--- src/hdl/mmc1_pkg.sv ---
// shared types and codes of the mmc1 bank mapper
package mmc1_pkg;

    // access kinds carried on the input tuser
    localparam logic [1:0] MODE_CPU_RD = 2'd0;
    localparam logic [1:0] MODE_CPU_WR = 2'd1;
    localparam logic [1:0] MODE_PPU_RD = 2'd2;
    localparam logic [1:0] MODE_PPU_WR = 2'd3;

    // target memories carried on the output tuser
    localparam logic [1:0] TGT_NONE = 2'd0;
    localparam logic [1:0] TGT_PRG  = 2'd1;
    localparam logic [1:0] TGT_CHR  = 2'd2;
    localparam logic [1:0] TGT_NT   = 2'd3;

    // configuration register indexes
    localparam logic REG_PRG_COUNT = 1'b0;
    localparam logic REG_CHR_COUNT = 1'b1;

    localparam int APB_ADDR_W = 3;

    // page rebuild operations, in the order they run
    localparam logic [1:0] OP_CHR0 = 2'd0;
    localparam logic [1:0] OP_CHR1 = 2'd1;
    localparam logic [1:0] OP_PRG0 = 2'd2;
    localparam logic [1:0] OP_PRG1 = 2'd3;

    // serial register selects, from address bits 14..13
    localparam logic [1:0] SEL_CTRL   = 2'd0;
    localparam logic [1:0] SEL_CHR_LO = 2'd1;
    localparam logic [1:0] SEL_CHR_HI = 2'd2;
    localparam logic [1:0] SEL_PRG    = 2'd3;

    // prg banking modes, control bits 3..2
    localparam logic [1:0] PRG_MODE_FIX_FIRST = 2'd2;
    localparam logic [1:0] PRG_MODE_FIX_LAST  = 2'd3;

    // mirroring, control bits 1..0
    localparam logic [1:0] MIR_LOWER = 2'd0;
    localparam logic [1:0] MIR_UPPER = 2'd1;
    localparam logic [1:0] MIR_VERT  = 2'd2;
    localparam logic [1:0] MIR_HORZ  = 2'd3;

    localparam logic [4:0] SHIFT_EMPTY     = 5'h10;
    localparam logic [4:0] CTRL_RESET      = 5'h0C;
    localparam logic [4:0] CTRL_FIX_LAST   = 5'h0C;
    localparam logic [5:0] COUNT_RESET     = 6'd2;
    localparam logic [5:0] MAX_PRG_BANKS   = 6'd32;
    localparam logic [5:0] MAX_CHR_BANKS   = 6'd32;
    localparam logic [5:0] PALETTE_PAGE    = 6'h3F;
    localparam int         MOD_STEPS       = 5;

    typedef struct packed {
        logic [1:0]  mode;
        logic [15:0] bus_address;
        logic [7:0]  write_value;
        logic [31:0] cycle_stamp;
    } t_in_word;

    typedef struct packed {
        logic [1:0]  target;
        logic [18:0] mem_address;
        logic        write_enable;
        logic [7:0]  write_data;
    } t_out_word;

    typedef struct packed {
        logic       in_load;
        logic       exec;
        logic       pass_start;
        logic       mod_load;
        logic       mod_step;
        logic       page_wr;
        logic [1:0] op;
    } t_dp_cmd;

endpackage

--- src/hdl/mmc1_ctrl.sv ---
// controller state machine of the mmc1 bank mapper
module mmc1_ctrl (
    input  logic                 i_clk,
    input  logic                 i_rst_n,
    input  logic                 i_in_valid,
    output logic                 o_in_ready,
    output logic                 o_out_valid,
    input  logic                 i_out_ready,
    input  logic                 i_cfg_wr,
    input  logic                 i_reload,
    output mmc1_pkg::t_dp_cmd    o_cmd
);

    localparam logic [2:0] S_IDLE  = 3'd0;
    localparam logic [2:0] S_EXEC  = 3'd1;
    localparam logic [2:0] S_LOAD  = 3'd2;
    localparam logic [2:0] S_STEP  = 3'd3;
    localparam logic [2:0] S_WRITE = 3'd4;

    localparam int STEP_W = $clog2(mmc1_pkg::MOD_STEPS);
    localparam logic [STEP_W-1:0] STEP_LAST = STEP_W'(mmc1_pkg::MOD_STEPS - 1);

    logic [2:0]        r_state, n_state;
    logic [1:0]        r_op, n_op;
    logic [STEP_W-1:0] r_step, n_step;
    logic              r_pend, n_pend;
    logic              r_out_valid, n_out_valid;
    logic              out_free;
    logic              accept;

    assign out_free   = !r_out_valid || i_out_ready;
    assign o_in_ready = (r_state == S_IDLE) && !r_pend && !i_cfg_wr;
    assign accept     = o_in_ready && i_in_valid;
    assign o_out_valid = r_out_valid;

    always_comb begin
        n_state     = r_state;
        n_op        = r_op;
        n_step      = r_step;
        o_cmd       = '0;
        o_cmd.op    = r_op;
        o_cmd.in_load = accept;
        case (r_state)
            S_IDLE: begin
                if (r_pend || i_cfg_wr) begin
                    n_state = S_LOAD;
                end else if (accept) begin
                    n_state = S_EXEC;
                end
            end
            S_EXEC: begin
                if (out_free) begin
                    o_cmd.exec = 1'b1;
                    n_state = (i_reload || r_pend) ? S_LOAD : S_IDLE;
                end
            end
            S_LOAD: begin
                o_cmd.mod_load   = 1'b1;
                o_cmd.pass_start = (r_op == mmc1_pkg::OP_CHR0);
                n_step  = '0;
                n_state = S_STEP;
            end
            S_STEP: begin
                o_cmd.mod_step = 1'b1;
                n_step = r_step + 1'b1;
                if (r_step == STEP_LAST) begin
                    n_state = S_WRITE;
                end
            end
            S_WRITE: begin
                o_cmd.page_wr = 1'b1;
                n_op = r_op + 1'b1;
                n_state = (r_op == mmc1_pkg::OP_PRG1 && !r_pend) ? S_IDLE : S_LOAD;
            end
            default: begin
                n_state = S_IDLE;
            end
        endcase
    end

    // a bank count write during a pass asks for another full pass
    assign n_pend = i_cfg_wr || (r_pend && !o_cmd.pass_start);
    assign n_out_valid = o_cmd.exec ? 1'b1 : (i_out_ready ? 1'b0 : r_out_valid);

    always_ff @(posedge i_clk) begin
        if (!i_rst_n) begin
            r_state     <= S_LOAD;
            r_op        <= mmc1_pkg::OP_CHR0;
            r_step      <= '0;
            r_pend      <= 1'b0;
            r_out_valid <= 1'b0;
        end else begin
            r_state     <= n_state;
            r_op        <= n_op;
            r_step      <= n_step;
            r_pend      <= n_pend;
            r_out_valid <= n_out_valid;
        end
    end

endmodule

--- src/hdl/mmc1_dp.sv ---
// datapath of the mmc1 bank mapper: registers, remainder unit, address translation
module mmc1_dp (
    input  logic                  i_clk,
    input  logic                  i_rst_n,
    input  mmc1_pkg::t_dp_cmd     i_cmd,
    input  mmc1_pkg::t_in_word    i_word,
    input  logic                  i_cfg_wr,
    input  logic                  i_cfg_idx,
    input  logic [5:0]            i_cfg_data,
    output logic                  o_reload,
    output mmc1_pkg::t_out_word   o_result,
    output logic [5:0]            o_prg_count,
    output logic [5:0]            o_chr_count
);

    function automatic logic [5:0] clamp_count(input logic [5:0] n, input logic [5:0] lim);
        return (n > lim) ? lim : n;
    endfunction

    // configuration and mapper registers
    logic [5:0]  r_prg_count, r_chr_count;
    logic [4:0]  r_shift, r_ctrl, r_prg_sel, r_chr_lo, r_chr_hi;
    logic [31:0] r_last;
    // page tables and pass snapshot
    logic [4:0]  r_prg_page [2];
    logic [4:0]  r_chr_page [2];
    logic [5:0]  r_np, r_nc;
    // remainder unit, remainder always below the divisor so five bits suffice
    logic [4:0]  r_rem;
    logic [5:0]  r_div;
    logic [4:0]  r_quo;
    // latched access and registered result
    mmc1_pkg::t_in_word  r_word;
    mmc1_pkg::t_out_word r_result, n_result;

    logic [5:0]  np_live, nc_live, div_sel;
    logic [4:0]  dividend;
    logic [5:0]  trial;
    logic [31:0] delta;
    logic        close_wr, reg_wr, wr_taken;
    logic [4:0]  shifted;
    logic [13:0] pa;
    logic        nt_bit;

    assign np_live = clamp_count(r_prg_count, mmc1_pkg::MAX_PRG_BANKS);
    assign nc_live = clamp_count(r_chr_count, mmc1_pkg::MAX_CHR_BANKS);

    // op 0 starts the pass, so it sees the live count rather than the snapshot
    always_comb begin
        if (i_cmd.op == mmc1_pkg::OP_CHR0) begin
            div_sel = nc_live;
        end else if (i_cmd.op[1]) begin
            div_sel = r_np;
        end else begin
            div_sel = r_nc;
        end
    end

    always_comb begin
        dividend = '0;
        case (i_cmd.op)
            mmc1_pkg::OP_CHR0: begin
                dividend = r_ctrl[4] ? r_chr_lo : {r_chr_lo[4:1], 1'b0};
            end
            mmc1_pkg::OP_CHR1: begin
                dividend = r_ctrl[4] ? r_chr_hi : {r_chr_lo[4:1], 1'b1};
            end
            mmc1_pkg::OP_PRG0: begin
                case (r_ctrl[3:2])
                    mmc1_pkg::PRG_MODE_FIX_FIRST: dividend = '0;
                    mmc1_pkg::PRG_MODE_FIX_LAST:  dividend = r_prg_sel;
                    default:                      dividend = {r_prg_sel[4:1], 1'b0};
                endcase
            end
            default: begin
                case (r_ctrl[3:2])
                    mmc1_pkg::PRG_MODE_FIX_FIRST: dividend = r_prg_sel;
                    // last bank, always below the count
                    mmc1_pkg::PRG_MODE_FIX_LAST:  dividend = 5'(r_np - 6'd1);
                    default:                      dividend = {r_prg_sel[4:1], 1'b1};
                endcase
            end
        endcase
    end

    // one restoring step: shift in the next dividend bit, subtract if it fits
    assign trial = {r_rem, r_quo[4]};

    // serial register port
    assign delta    = r_word.cycle_stamp - r_last;
    assign close_wr = (delta[31:1] == '0);
    assign reg_wr   = (r_word.mode == mmc1_pkg::MODE_CPU_WR) && r_word.bus_address[15];
    assign wr_taken = reg_wr && !close_wr;
    assign shifted  = {r_word.write_value[0], r_shift[4:1]};
    assign o_reload = wr_taken && (r_word.write_value[7] || r_shift[0]);

    // address translation
    assign pa = r_word.bus_address[13:0];

    always_comb begin
        case (r_ctrl[1:0])
            mmc1_pkg::MIR_LOWER: nt_bit = 1'b0;
            mmc1_pkg::MIR_UPPER: nt_bit = 1'b1;
            mmc1_pkg::MIR_VERT:  nt_bit = pa[10];
            default:             nt_bit = pa[11];
        endcase
    end

    always_comb begin
        n_result = '0;
        case (r_word.mode)
            mmc1_pkg::MODE_CPU_RD: begin
                if (r_word.bus_address[15]) begin
                    n_result.target      = mmc1_pkg::TGT_PRG;
                    n_result.mem_address = {r_prg_page[r_word.bus_address[14]],
                                            r_word.bus_address[13:0]};
                end
            end
            mmc1_pkg::MODE_CPU_WR: begin
                n_result = '0;
            end
            default: begin
                if (!pa[13]) begin
                    if (r_chr_count == '0) begin
                        // chr ram, read and written directly
                        n_result.target       = mmc1_pkg::TGT_CHR;
                        n_result.mem_address  = {6'd0, pa[12:0]};
                        n_result.write_enable = r_word.mode[0];
                        n_result.write_data   = r_word.mode[0] ? r_word.write_value : 8'd0;
                    end else if (!r_word.mode[0]) begin
                        n_result.target      = mmc1_pkg::TGT_CHR;
                        n_result.mem_address = {2'd0, r_chr_page[pa[12]], pa[11:0]};
                    end
                end else if (pa[13:8] != mmc1_pkg::PALETTE_PAGE) begin
                    n_result.target       = mmc1_pkg::TGT_NT;
                    n_result.mem_address  = {8'd0, nt_bit, pa[9:0]};
                    n_result.write_enable = r_word.mode[0];
                    n_result.write_data   = r_word.mode[0] ? r_word.write_value : 8'd0;
                end
            end
        endcase
    end

    always_ff @(posedge i_clk) begin
        if (!i_rst_n) begin
            r_prg_count <= mmc1_pkg::COUNT_RESET;
            r_chr_count <= mmc1_pkg::COUNT_RESET;
            r_shift     <= mmc1_pkg::SHIFT_EMPTY;
            r_ctrl      <= mmc1_pkg::CTRL_RESET;
            r_prg_sel   <= '0;
            r_chr_lo    <= '0;
            r_chr_hi    <= '0;
            r_last      <= '0;
        end else begin
            if (i_cfg_wr) begin
                if (i_cfg_idx == mmc1_pkg::REG_PRG_COUNT) begin
                    r_prg_count <= i_cfg_data;
                end else begin
                    r_chr_count <= i_cfg_data;
                end
            end
            if (i_cmd.exec && wr_taken) begin
                r_last <= r_word.cycle_stamp;
                if (r_word.write_value[7]) begin
                    r_shift <= mmc1_pkg::SHIFT_EMPTY;
                    r_ctrl  <= r_ctrl | mmc1_pkg::CTRL_FIX_LAST;
                end else if (r_shift[0]) begin
                    r_shift <= mmc1_pkg::SHIFT_EMPTY;
                    case (r_word.bus_address[14:13])
                        mmc1_pkg::SEL_CTRL:   r_ctrl    <= shifted;
                        mmc1_pkg::SEL_CHR_LO: r_chr_lo  <= shifted;
                        mmc1_pkg::SEL_CHR_HI: r_chr_hi  <= shifted;
                        default:              r_prg_sel <= shifted;
                    endcase
                end else begin
                    r_shift <= shifted;
                end
            end
        end
    end

    always_ff @(posedge i_clk) begin
        if (i_cmd.in_load) begin
            r_word <= i_word;
        end
        if (i_cmd.exec) begin
            r_result <= n_result;
        end
        if (i_cmd.pass_start) begin
            r_np <= np_live;
            r_nc <= nc_live;
        end
        if (i_cmd.mod_load) begin
            r_rem <= '0;
            r_quo <= dividend;
            r_div <= div_sel;
        end else if (i_cmd.mod_step) begin
            r_rem <= (trial >= r_div) ? 5'(trial - r_div) : trial[4:0];
            r_quo <= {r_quo[3:0], 1'b0};
        end
        // a zero count leaves its pages as they were
        if (i_cmd.page_wr && r_div != '0) begin
            case (i_cmd.op)
                mmc1_pkg::OP_CHR0: r_chr_page[0] <= r_rem;
                mmc1_pkg::OP_CHR1: r_chr_page[1] <= r_rem;
                mmc1_pkg::OP_PRG0: r_prg_page[0] <= r_rem;
                default:           r_prg_page[1] <= r_rem;
            endcase
        end
    end

    assign o_result    = r_result;
    assign o_prg_count = r_prg_count;
    assign o_chr_count = r_chr_count;

endmodule

--- src/hdl/mmc1_bank_mapper_unit.sv ---
// top level of the mmc1 bank mapper: stream ports, register port, controller and datapath
//
// each word on the slave stream is one cpu or ppu bus access; the block answers every
// word with exactly one word on the master stream naming the target memory (none, prg
// rom, chr memory or nametable vram), the byte address within it and, for writes that
// reach a memory, the write enable and data. cpu writes at 0x8000 and above feed the
// five-write serial port of the mapper and give a word with no target. the result is
// registered once its access is latched and the master side is free, and the next access
// is taken while that result still waits for the sink. when a serial write completes a
// register load, a reset write (bit 7 set) arrives, or a bank count is written through
// the register port, the four page numbers are rebuilt by one shared shift-and-subtract
// remainder unit: four remainders, each a load step, five shift-and-subtract steps and
// a write step, and no access is taken while it runs. the same rebuild runs straight
// after reset. bank counts sit at byte addresses 0 (prg, 16kb banks) and 4 (chr, 4kb
// banks); a chr count of zero selects 8kb chr ram
module mmc1_bank_mapper_unit (
    input  logic                              i_clk,
    input  logic                              i_rst_n,
    // slave stream
    input  logic                              s_axis_tvalid,
    output logic                              s_axis_tready,
    input  logic [55:0]                       s_axis_tdata,  // bus_address, write_value, cycle_stamp
    input  logic [1:0]                        s_axis_tuser,  // mode
    // master stream
    output logic                              m_axis_tvalid,
    input  logic                              m_axis_tready,
    output logic [31:0]                       m_axis_tdata,  // mem_address, write_enable, write_data
    output logic [1:0]                        m_axis_tuser,  // target
    // register port
    input  logic                              psel,
    input  logic                              penable,
    input  logic                              pwrite,
    input  logic [mmc1_pkg::APB_ADDR_W-1:0]   paddr,
    input  logic [31:0]                       pwdata,
    output logic [31:0]                       prdata,
    output logic                              pready
);

    mmc1_pkg::t_dp_cmd   cmd;
    mmc1_pkg::t_in_word  in_word;
    mmc1_pkg::t_out_word result;
    logic                reload;
    logic                cfg_wr;
    logic                cfg_idx;
    logic [5:0]          prg_count, chr_count;

    // register port: no wait states, word index from address bit 2
    assign pready  = 1'b1;
    assign cfg_wr  = psel && penable && pwrite && pready;
    assign cfg_idx = paddr[2];
    assign prdata  = (cfg_idx == mmc1_pkg::REG_CHR_COUNT) ? {26'd0, chr_count}
                                                          : {26'd0, prg_count};

    // unpack the incoming word
    assign in_word.mode        = s_axis_tuser;
    assign in_word.bus_address = s_axis_tdata[15:0];
    assign in_word.write_value = s_axis_tdata[23:16];
    assign in_word.cycle_stamp = s_axis_tdata[55:24];

    // pack the outgoing word, zero pad in the top four bits
    assign m_axis_tuser = result.target;
    assign m_axis_tdata = {4'd0, result.write_data, result.write_enable, result.mem_address};

    mmc1_ctrl u_ctrl (
        .i_clk       (i_clk),
        .i_rst_n     (i_rst_n),
        .i_in_valid  (s_axis_tvalid),
        .o_in_ready  (s_axis_tready),
        .o_out_valid (m_axis_tvalid),
        .i_out_ready (m_axis_tready),
        .i_cfg_wr    (cfg_wr),
        .i_reload    (reload),
        .o_cmd       (cmd)
    );

    mmc1_dp u_dp (
        .i_clk       (i_clk),
        .i_rst_n     (i_rst_n),
        .i_cmd       (cmd),
        .i_word      (in_word),
        .i_cfg_wr    (cfg_wr),
        .i_cfg_idx   (cfg_idx),
        .i_cfg_data  (pwdata[5:0]),
        .o_reload    (reload),
        .o_result    (result),
        .o_prg_count (prg_count),
        .o_chr_count (chr_count)
    );

endmodule

--- config.mk ---
export PLATFORM = sky130hd
export DESIGN_NAME = mmc1_bank_mapper_unit
export DESIGN_NICKNAME = d
export VERILOG_FILES = /design/src/hdl/mmc1_pkg.sv /design/src/hdl/mmc1_ctrl.sv /design/src/hdl/mmc1_dp.sv /design/src/hdl/mmc1_bank_mapper_unit.sv
export SDC_FILE = /design/constraint.sdc
export NUM_CORES = 1
export LEC_CHECK = 0
export BUFFER_PORTS_ARGS = -buffer_cell sky130_fd_sc_hd__clkbuf_2
export CAP_MARGIN = 20
export CORE_MARGIN = 10
export CORE_UTILIZATION = 55
export CTS_CLUSTER_SIZE = 10
export DETAILED_ROUTE_END_ITERATION = 8
export PLACE_DENSITY_LB_ADDON = 0.2
export SKIP_CTS_REPAIR_TIMING = 1
export SLEW_MARGIN = 10
export SYNTH_ARGS = -nofsm -noshare
export SYNTH_HDL_FRONTEND = slang
export SYNTH_HIERARCHICAL = 1
export SYNTH_SLANG_ARGS = --single-unit
export TNS_END_PERCENT = 50
--- constraint.sdc ---
create_clock -name i_clk -period 6.1 [get_ports i_clk]
set_clock_uncertainty 0.05 [all_clocks]
set_input_delay 1.22 -clock i_clk [delete_from_list [all_inputs] [get_ports i_clk]]
set_output_delay 1.22 -clock i_clk [all_outputs]
set_load 0.05 [all_outputs]
==> qor.csv, run 1 <==
metric;value;unit
outcome;finished clean;
finalSetupViolCount;0;
cts-root-buf;clkbuf_16;
coreArea;20300;µm²
grt_max_degree;75;
startpoint_type;flop;
die-area;26900;µm²
clockBufferDepth;3;
crit_path_cell_trace;ha_1 > a21oi_1 > o21ai_0 > a211oi_1 > o211ai_1 > nor4b_1 > nand4_1 > nor4b_2 > o2111a_1 > nor3_1 > mux2_1 > o22ai_1 > o211ai_1;
tightest_slew;897;ps
layout_common_cells;165 x nand2_1, 131 x edfxtp_1, 108 x clkbuf_2;
min_from;u_dp/r_last[5]$_SDFFE_PN0P_;
rsz0062_at_grt;no;
fin_crit;4490;ps
arrival;4810;ps
vias;8079;
antennaDiodeCount;0;
slew_headroom;40.2;%
slew_viol_final;0;
antenna_found_initial;0;
cts_buffers;26;
grtUsageTotal;17.5;%
cp_top_family;compound AO/OA/AOI/OAI gates;
drc;0;
synth_area;11400;µm²
seq_area_frac_synth;49.5;%
die_h;164;µm
worst_ep_required_time;6420;ps
dr.pass1.iters;5;
post_drt_wl_per_cell;16.2;µm
num_rows;52;
ff2ff_setup_slack;1610;ps
crit-reg2reg-launch;u_dp/r_word[23]$_DFFE_PP_;
fin_nets;1333;
critical_path_class;reg -> reg;
grt_overflow_total;0;
p_leak;0.00481;µW
fin_area;12700;µm²
crit_buf_inv;0;
grt_pass1_vias;7932;
critPathCaptureType;flop;
ys_types;93;
hpwl;17400;µm
crit_top_cell;o211ai_1;
max_cap_viol_count;0;
drive_above_1_share;14.8;%
final_common_cell;nand2_1;
grt_pass1_wl;39400;µm
worstSetupStartpoint;u_dp/r_word[23]$_DFFE_PP_;
wl;24000;µm
fin_tns_setup;0;ps
ys_async_sr_fraction;0;%
final.fill_count;1676;
via_per_inst;5.46;
fin_crit_sh;73.6;%
synthCells;1104;
drt_iter0_markers;623;
gp_congestion;0.918;
peakVddDrop;202;µV
p_per_area;336;nW/µm²
htree_levels;1;
synth_ff_type;edfxtp_1;
ys_warn_count;6;
min_path_type;reg -> reg;
synth_edf_count;131;
area_delta_synth_final;11.3;%
tritoncts;done;
slowest_delay;560;ps
portBuffers;109;
clock-sinks;217;
drtAntennaViolNets;0;
placed_area;11900;µm²
hold_viol_final;0;
synth_area_per_cell;10.3;µm²
cp_max_fo;8;
io_pins;169;
start_util;56.3;%
ys_ff_latch;217;
fmax;223;MHz
clk_latency;520;ps
critPathSlowestCell;a211oi_1;
clkTransAtPathRegs;50;ps
die_w;164;µm
## area by class of cell
class / count / area [µm²] / area share (%)
Timing Repair Buffer: 115 / 593 / 4.67
Clock buffer: 46 / 736 / 5.79
Sequential cell: 217 / 5660 / 44.5
Clock inverter: 2 / 25.0 / 0.197
Inverter: 55 / 206 / 1.62
Tap cell: 270 / 338 / 2.66
Multi-Input combinational cell: 775 / 5150 / 40.6
## synthesized netlist by cell type (10+ instances only)
cell type	number	area [µm²]
mux2i_1	86	861
clkbuf_1	36	135
nand3_1	29	145
nand2_1	165	619
nor2b_1	29	181
ha_1	41	513
edfxtp_1	131	3930
and3_1	10	62.6
nand4_1	16	100
dfxtp_1	86	1720
nor2_1	45	169
and2_1	24	150
o21a_1	10	75.1
buf_4	33	248
a21oi_1	56	280
nand2b_1	10	62.6
nor3_1	13	65.1
inv_1	54	203
o21ai_0	38	190
## worst reg2reg max path, delay by kind of cell, from the launching register on
kind,cells,cell delay [ps]
flip-flops,1,410
AO/OA/AOI/OAI,7,2110
AND/OR/NAND/NOR,4,1010
multiplexers,1,350
adder cells (fa/ha/maj),1,410
## through the flow
stage / utilization [%] / hold WS, ps / instances / power (µW) / setup WS [ps]
after floorplan: - / 380 / 1133 / 2700 / 2740
after global placement: 58.9 / 389 / 1432 / 2900 / 1860
after detailed placement: 58.9 / 396 / 1432 / 2930 / 1750
after CTS: 62.6 / 408 / 1480 / 4310 / 1690
after global routing: 62.6 / 422 / 1480 / 4510 / 1330
final: 62.6 / 405 / 1480 / 4270 / 1610
## flip-flops by register name, indices dropped and copies added, names as in the netlist, 2 cells and up, named ones only
register,count
u_dp/o_chr_count,6
u_dp/r_chr_lo,5
u_dp/r_div,6
u_dp/o_prg_count,6
u_dp/r_nc,6
u_ctrl/r_state,3
u_ctrl/r_op,2
u_dp/r_chr_hi,5
u_dp/r_chr_page,10
u_dp/r_prg_page,10
u_dp/r_prg_sel,5
u_dp/r_word,44
u_dp/pa,14
u_dp/r_quo,5
u_dp/o_result,30
u_dp/r_shift,5
u_dp/r_np,6
u_dp/r_ctrl,5
u_ctrl/r_step,3
u_dp/r_rem,5
u_dp/r_last,32
## metal layers
| layer | wire length [µm] | vias up | track usage, % | part of all wire (%) |
|---|---|---|---|---|
| met3 | 1760 | 36 | 3.43 | 7.3 |
| met2 | 10200 | 251 | 27.2 | 42 |
| met1 | 11600 | 3718 | 24.4 | 49 |
| met4 | 386 | 0 | 4.39 | 1.6 |
| met5 | 0 | - | 0 | 0 |
| li1 | - | 4074 | - | - |
## power by group
group | total [µW] | leakage [µW] | internal (µW) | switching [µW]
registers | 1910 | 0.00191 | 1790 | 120
clock network | 1370 | 0.000361 | 811 | 559
logic | 989 | 0.00254 | 340 | 649
## cells by family (layout without fill, tap and decap cells)
kind of cell             after synthesis  after routing  share of synthesized area [%]
adder cells (fa/ha/maj)               43             43                           4.84
AO/OA/AOI/OAI                        198            198                           11.7
other                                  2             31                         0.0658
flip-flops                           217            217                           49.5
buffers and inverters                141            218                           6.37
AND/OR/NAND/NOR                      390            390                           17.5
multiplexers                          96             96                           8.72
XOR/XNOR                              17             17                           1.30
## worst paths after layout
| check | endpoint | cells past startpoint |
|---|---|---|
| hold reg to reg | u_dp/r_last[5]$_SDFFE_PN0P_ | 2 |
| setup / recovery | u_ctrl/r_state[1]$_SDFFE_PN1P_ | 13 |
| hold / removal | u_dp/r_last[5]$_SDFFE_PN0P_ | 2 |
| setup reg to reg | u_ctrl/r_state[1]$_SDFFE_PN1P_ | 13 |
(Power assumes the default switching activity.)
==> run 2: changes to the inputs <==
clock period = 4.5 ns   (was 6.1 ns; I/O delays follow)
==> run 2 against run 1 <==
  * Sequential cell count did not move
  * Register-to-register slack worse by 1200 ps
  * Sequential power is 36% higher
  * Die area is the same
  * Utilization up 0.26 points
  * Maximum frequency up 9.5%
  * Worst hold slack got worse by 2.4 ps
  * Cell count is 0.27% higher
  * Critical endpoint is now u_dp/r_shift[4]$_SDFFE_PN1P_
  * Largest cell class unchanged
==> qor.csv, run 2 (synthesis results as in run 1) <==
metric;value;unit
dr.pass1.iters;5;
peakVddDrop;314;µV
slew_headroom;34.8;%
clock-sinks;217;
max_cap_viol_count;0;
dpl_worst_slack;442;ps
vias;8151;
grt_overflow_total;0;
power_frac_comb;22.8;%
gp_congestion;0.890;
top_register;u_dp/r_word;
crit-reg2reg-launch;u_dp/r_word[7]$_DFFE_PP_;
p_per_area;459;nW/µm²
drtAntennaViolNets;0;
critPathCaptureType;flop;
cts-root-buf;clkbuf_16;
crit_path_cell_trace;ha_1 > a21oi_1 > o21ai_0 > a221oi_1 > and3_1 > nor3_1 > mux2i_1 > nor4b_2 > o2111a_1 > buf_4 > nor2_8 > mux2_1;
coreArea;20300;µm²
antenna_found_initial;0;
clockBufferDepth;3;
p_sw;1810;µW
area_delta_synth_final;11.7;%
fin_nets;1337;
num_rows;52;
grt_pass1_vias;7904;
drt_iter0_markers;567;
critPathSlowestCell;nor2_8;
p_int;4050;µW
cp_max_fo;37;
final.fill_count;1699;
hold_viol_final;0;
tritoncts;done;
post_drt_wl_per_cell;16.1;µm
finalSetupViolCount;0;
p_sw_share;30.9;%
outcome;finished clean;
seqCellArea;5660;µm²
clkTransAtPathRegs;50;ps
p_leak;0.00485;µW
die-area;26900;µm²
worstSetupStartpoint;u_dp/r_word[7]$_DFFE_PP_;
layout_common_cells;165 x nand2_1, 131 x edfxtp_1, 108 x clkbuf_2;
critical_path_class;reg -> reg;
portBuffers;109;
cp_top_family;compound AO/OA/AOI/OAI gates;
htree_levels;1;
fin_crit;4100;ps
met2_usage;26.7;%
antennaDiodeCount;0;
via_per_inst;5.49;
hpwl;17300;µm
grt_pass1_wl;39400;µm
cts_buffers;26;
wl;23900;µm
min_path_type;reg -> reg;
crit_buf_inv;1;
arrival;4450;ps
worst_ep_required_time;4850;ps
gr-max-usage-layer;met2;
drc;0;
io_pins;169;
grt_use_met3;3.60;%
drive_above_1_share;15.2;%
grtUsageTotal;17.5;%
clkPwrFrac;32.9;%
final_common_cell;nand2_1;
gr-usage-met1;24.9;%
startpoint_type;flop;
die_w;164;µm
tightest_slew;977;ps
die_h;164;µm
clk_latency;520;ps
setup_slack;401;ps
multi_input_area;5150;µm²
largest_reg_flops;44;
start_util;56.3;%
slew_viol_final;0;
fin_crit_sh;91.1;%
min_from;u_dp/r_last[9]$_SDFFE_PN0P_;
slowest_delay;680;ps
fin_tns_setup;0;ps
rsz0062_at_grt;no;
fmax;244;MHz
grt_max_degree;79;
pwr-share-seq;44.3;%
==> run 2: cell types whose count changed in the layout (fill, tap and decap cells not counted), sizes merged <==
cell    previous run  this run
clkbuf           154       153
bufinv             0         1
buf                7        11
==> run 2: cell type report <==
type	instances	area share (%)
clock buffer	45	5.74
clock inverter	3	0.402
inverter	55	1.62
multi-input combinational	775	40.4
sequential	217	44.3
tap	270	2.65
timing repair buffer	119	4.88
==> run 2: stage by stage <==
step	cell area, µm²	hold WS [ps]	total power [µW]	utilization [%]	cells
2_1_floorplan	11500	380	3660	-	1133
3_3_place_gp	12000	388	3930	59.0	1436
3_5_place_dp	12000	398	3970	59.0	1436
4_1_cts	12800	406	5900	62.9	1484
5_1_grt	12800	419	6180	62.9	1484
6_report	12800	403	5860	62.9	1484
==> run 2: worst paths after layout <==
path	endpoint	slack, ps	depth (start not counted)
setup / recovery	u_dp/r_shift[4]$_SDFFE_PN1P_	400	12
hold / removal	u_dp/r_last[9]$_SDFFE_PN0P_	400	2
setup reg to reg	u_dp/r_shift[4]$_SDFFE_PN1P_	400	12
hold reg to reg	u_dp/r_last[9]$_SDFFE_PN0P_	400	2
==> run 2: layer usage <==
metal | wire, µm | share of wire (%)
met1 | 11400 | 48
met2 | 10400 | 43
met3 | 1800 | 7.5
met4 | 353 | 1.5
met5 | 0 | 0
==> run 2: worst min-delay path: stages, from the launching register on <==
cell     delay [ps]
dfxtp_1         310
nand2_1          50
mux2i_1          50
==> run 2: power by group through the flow <==
stage               clock [µW]  sequential [µW]  combinational [µW]
finish                    1930             2600                1330
global placement             0             2630                1300
floorplan                    0             2680                 981
detailed placement           0             2640                1330
CTS                       1970             2600                1330
global route              2060             2630                1480
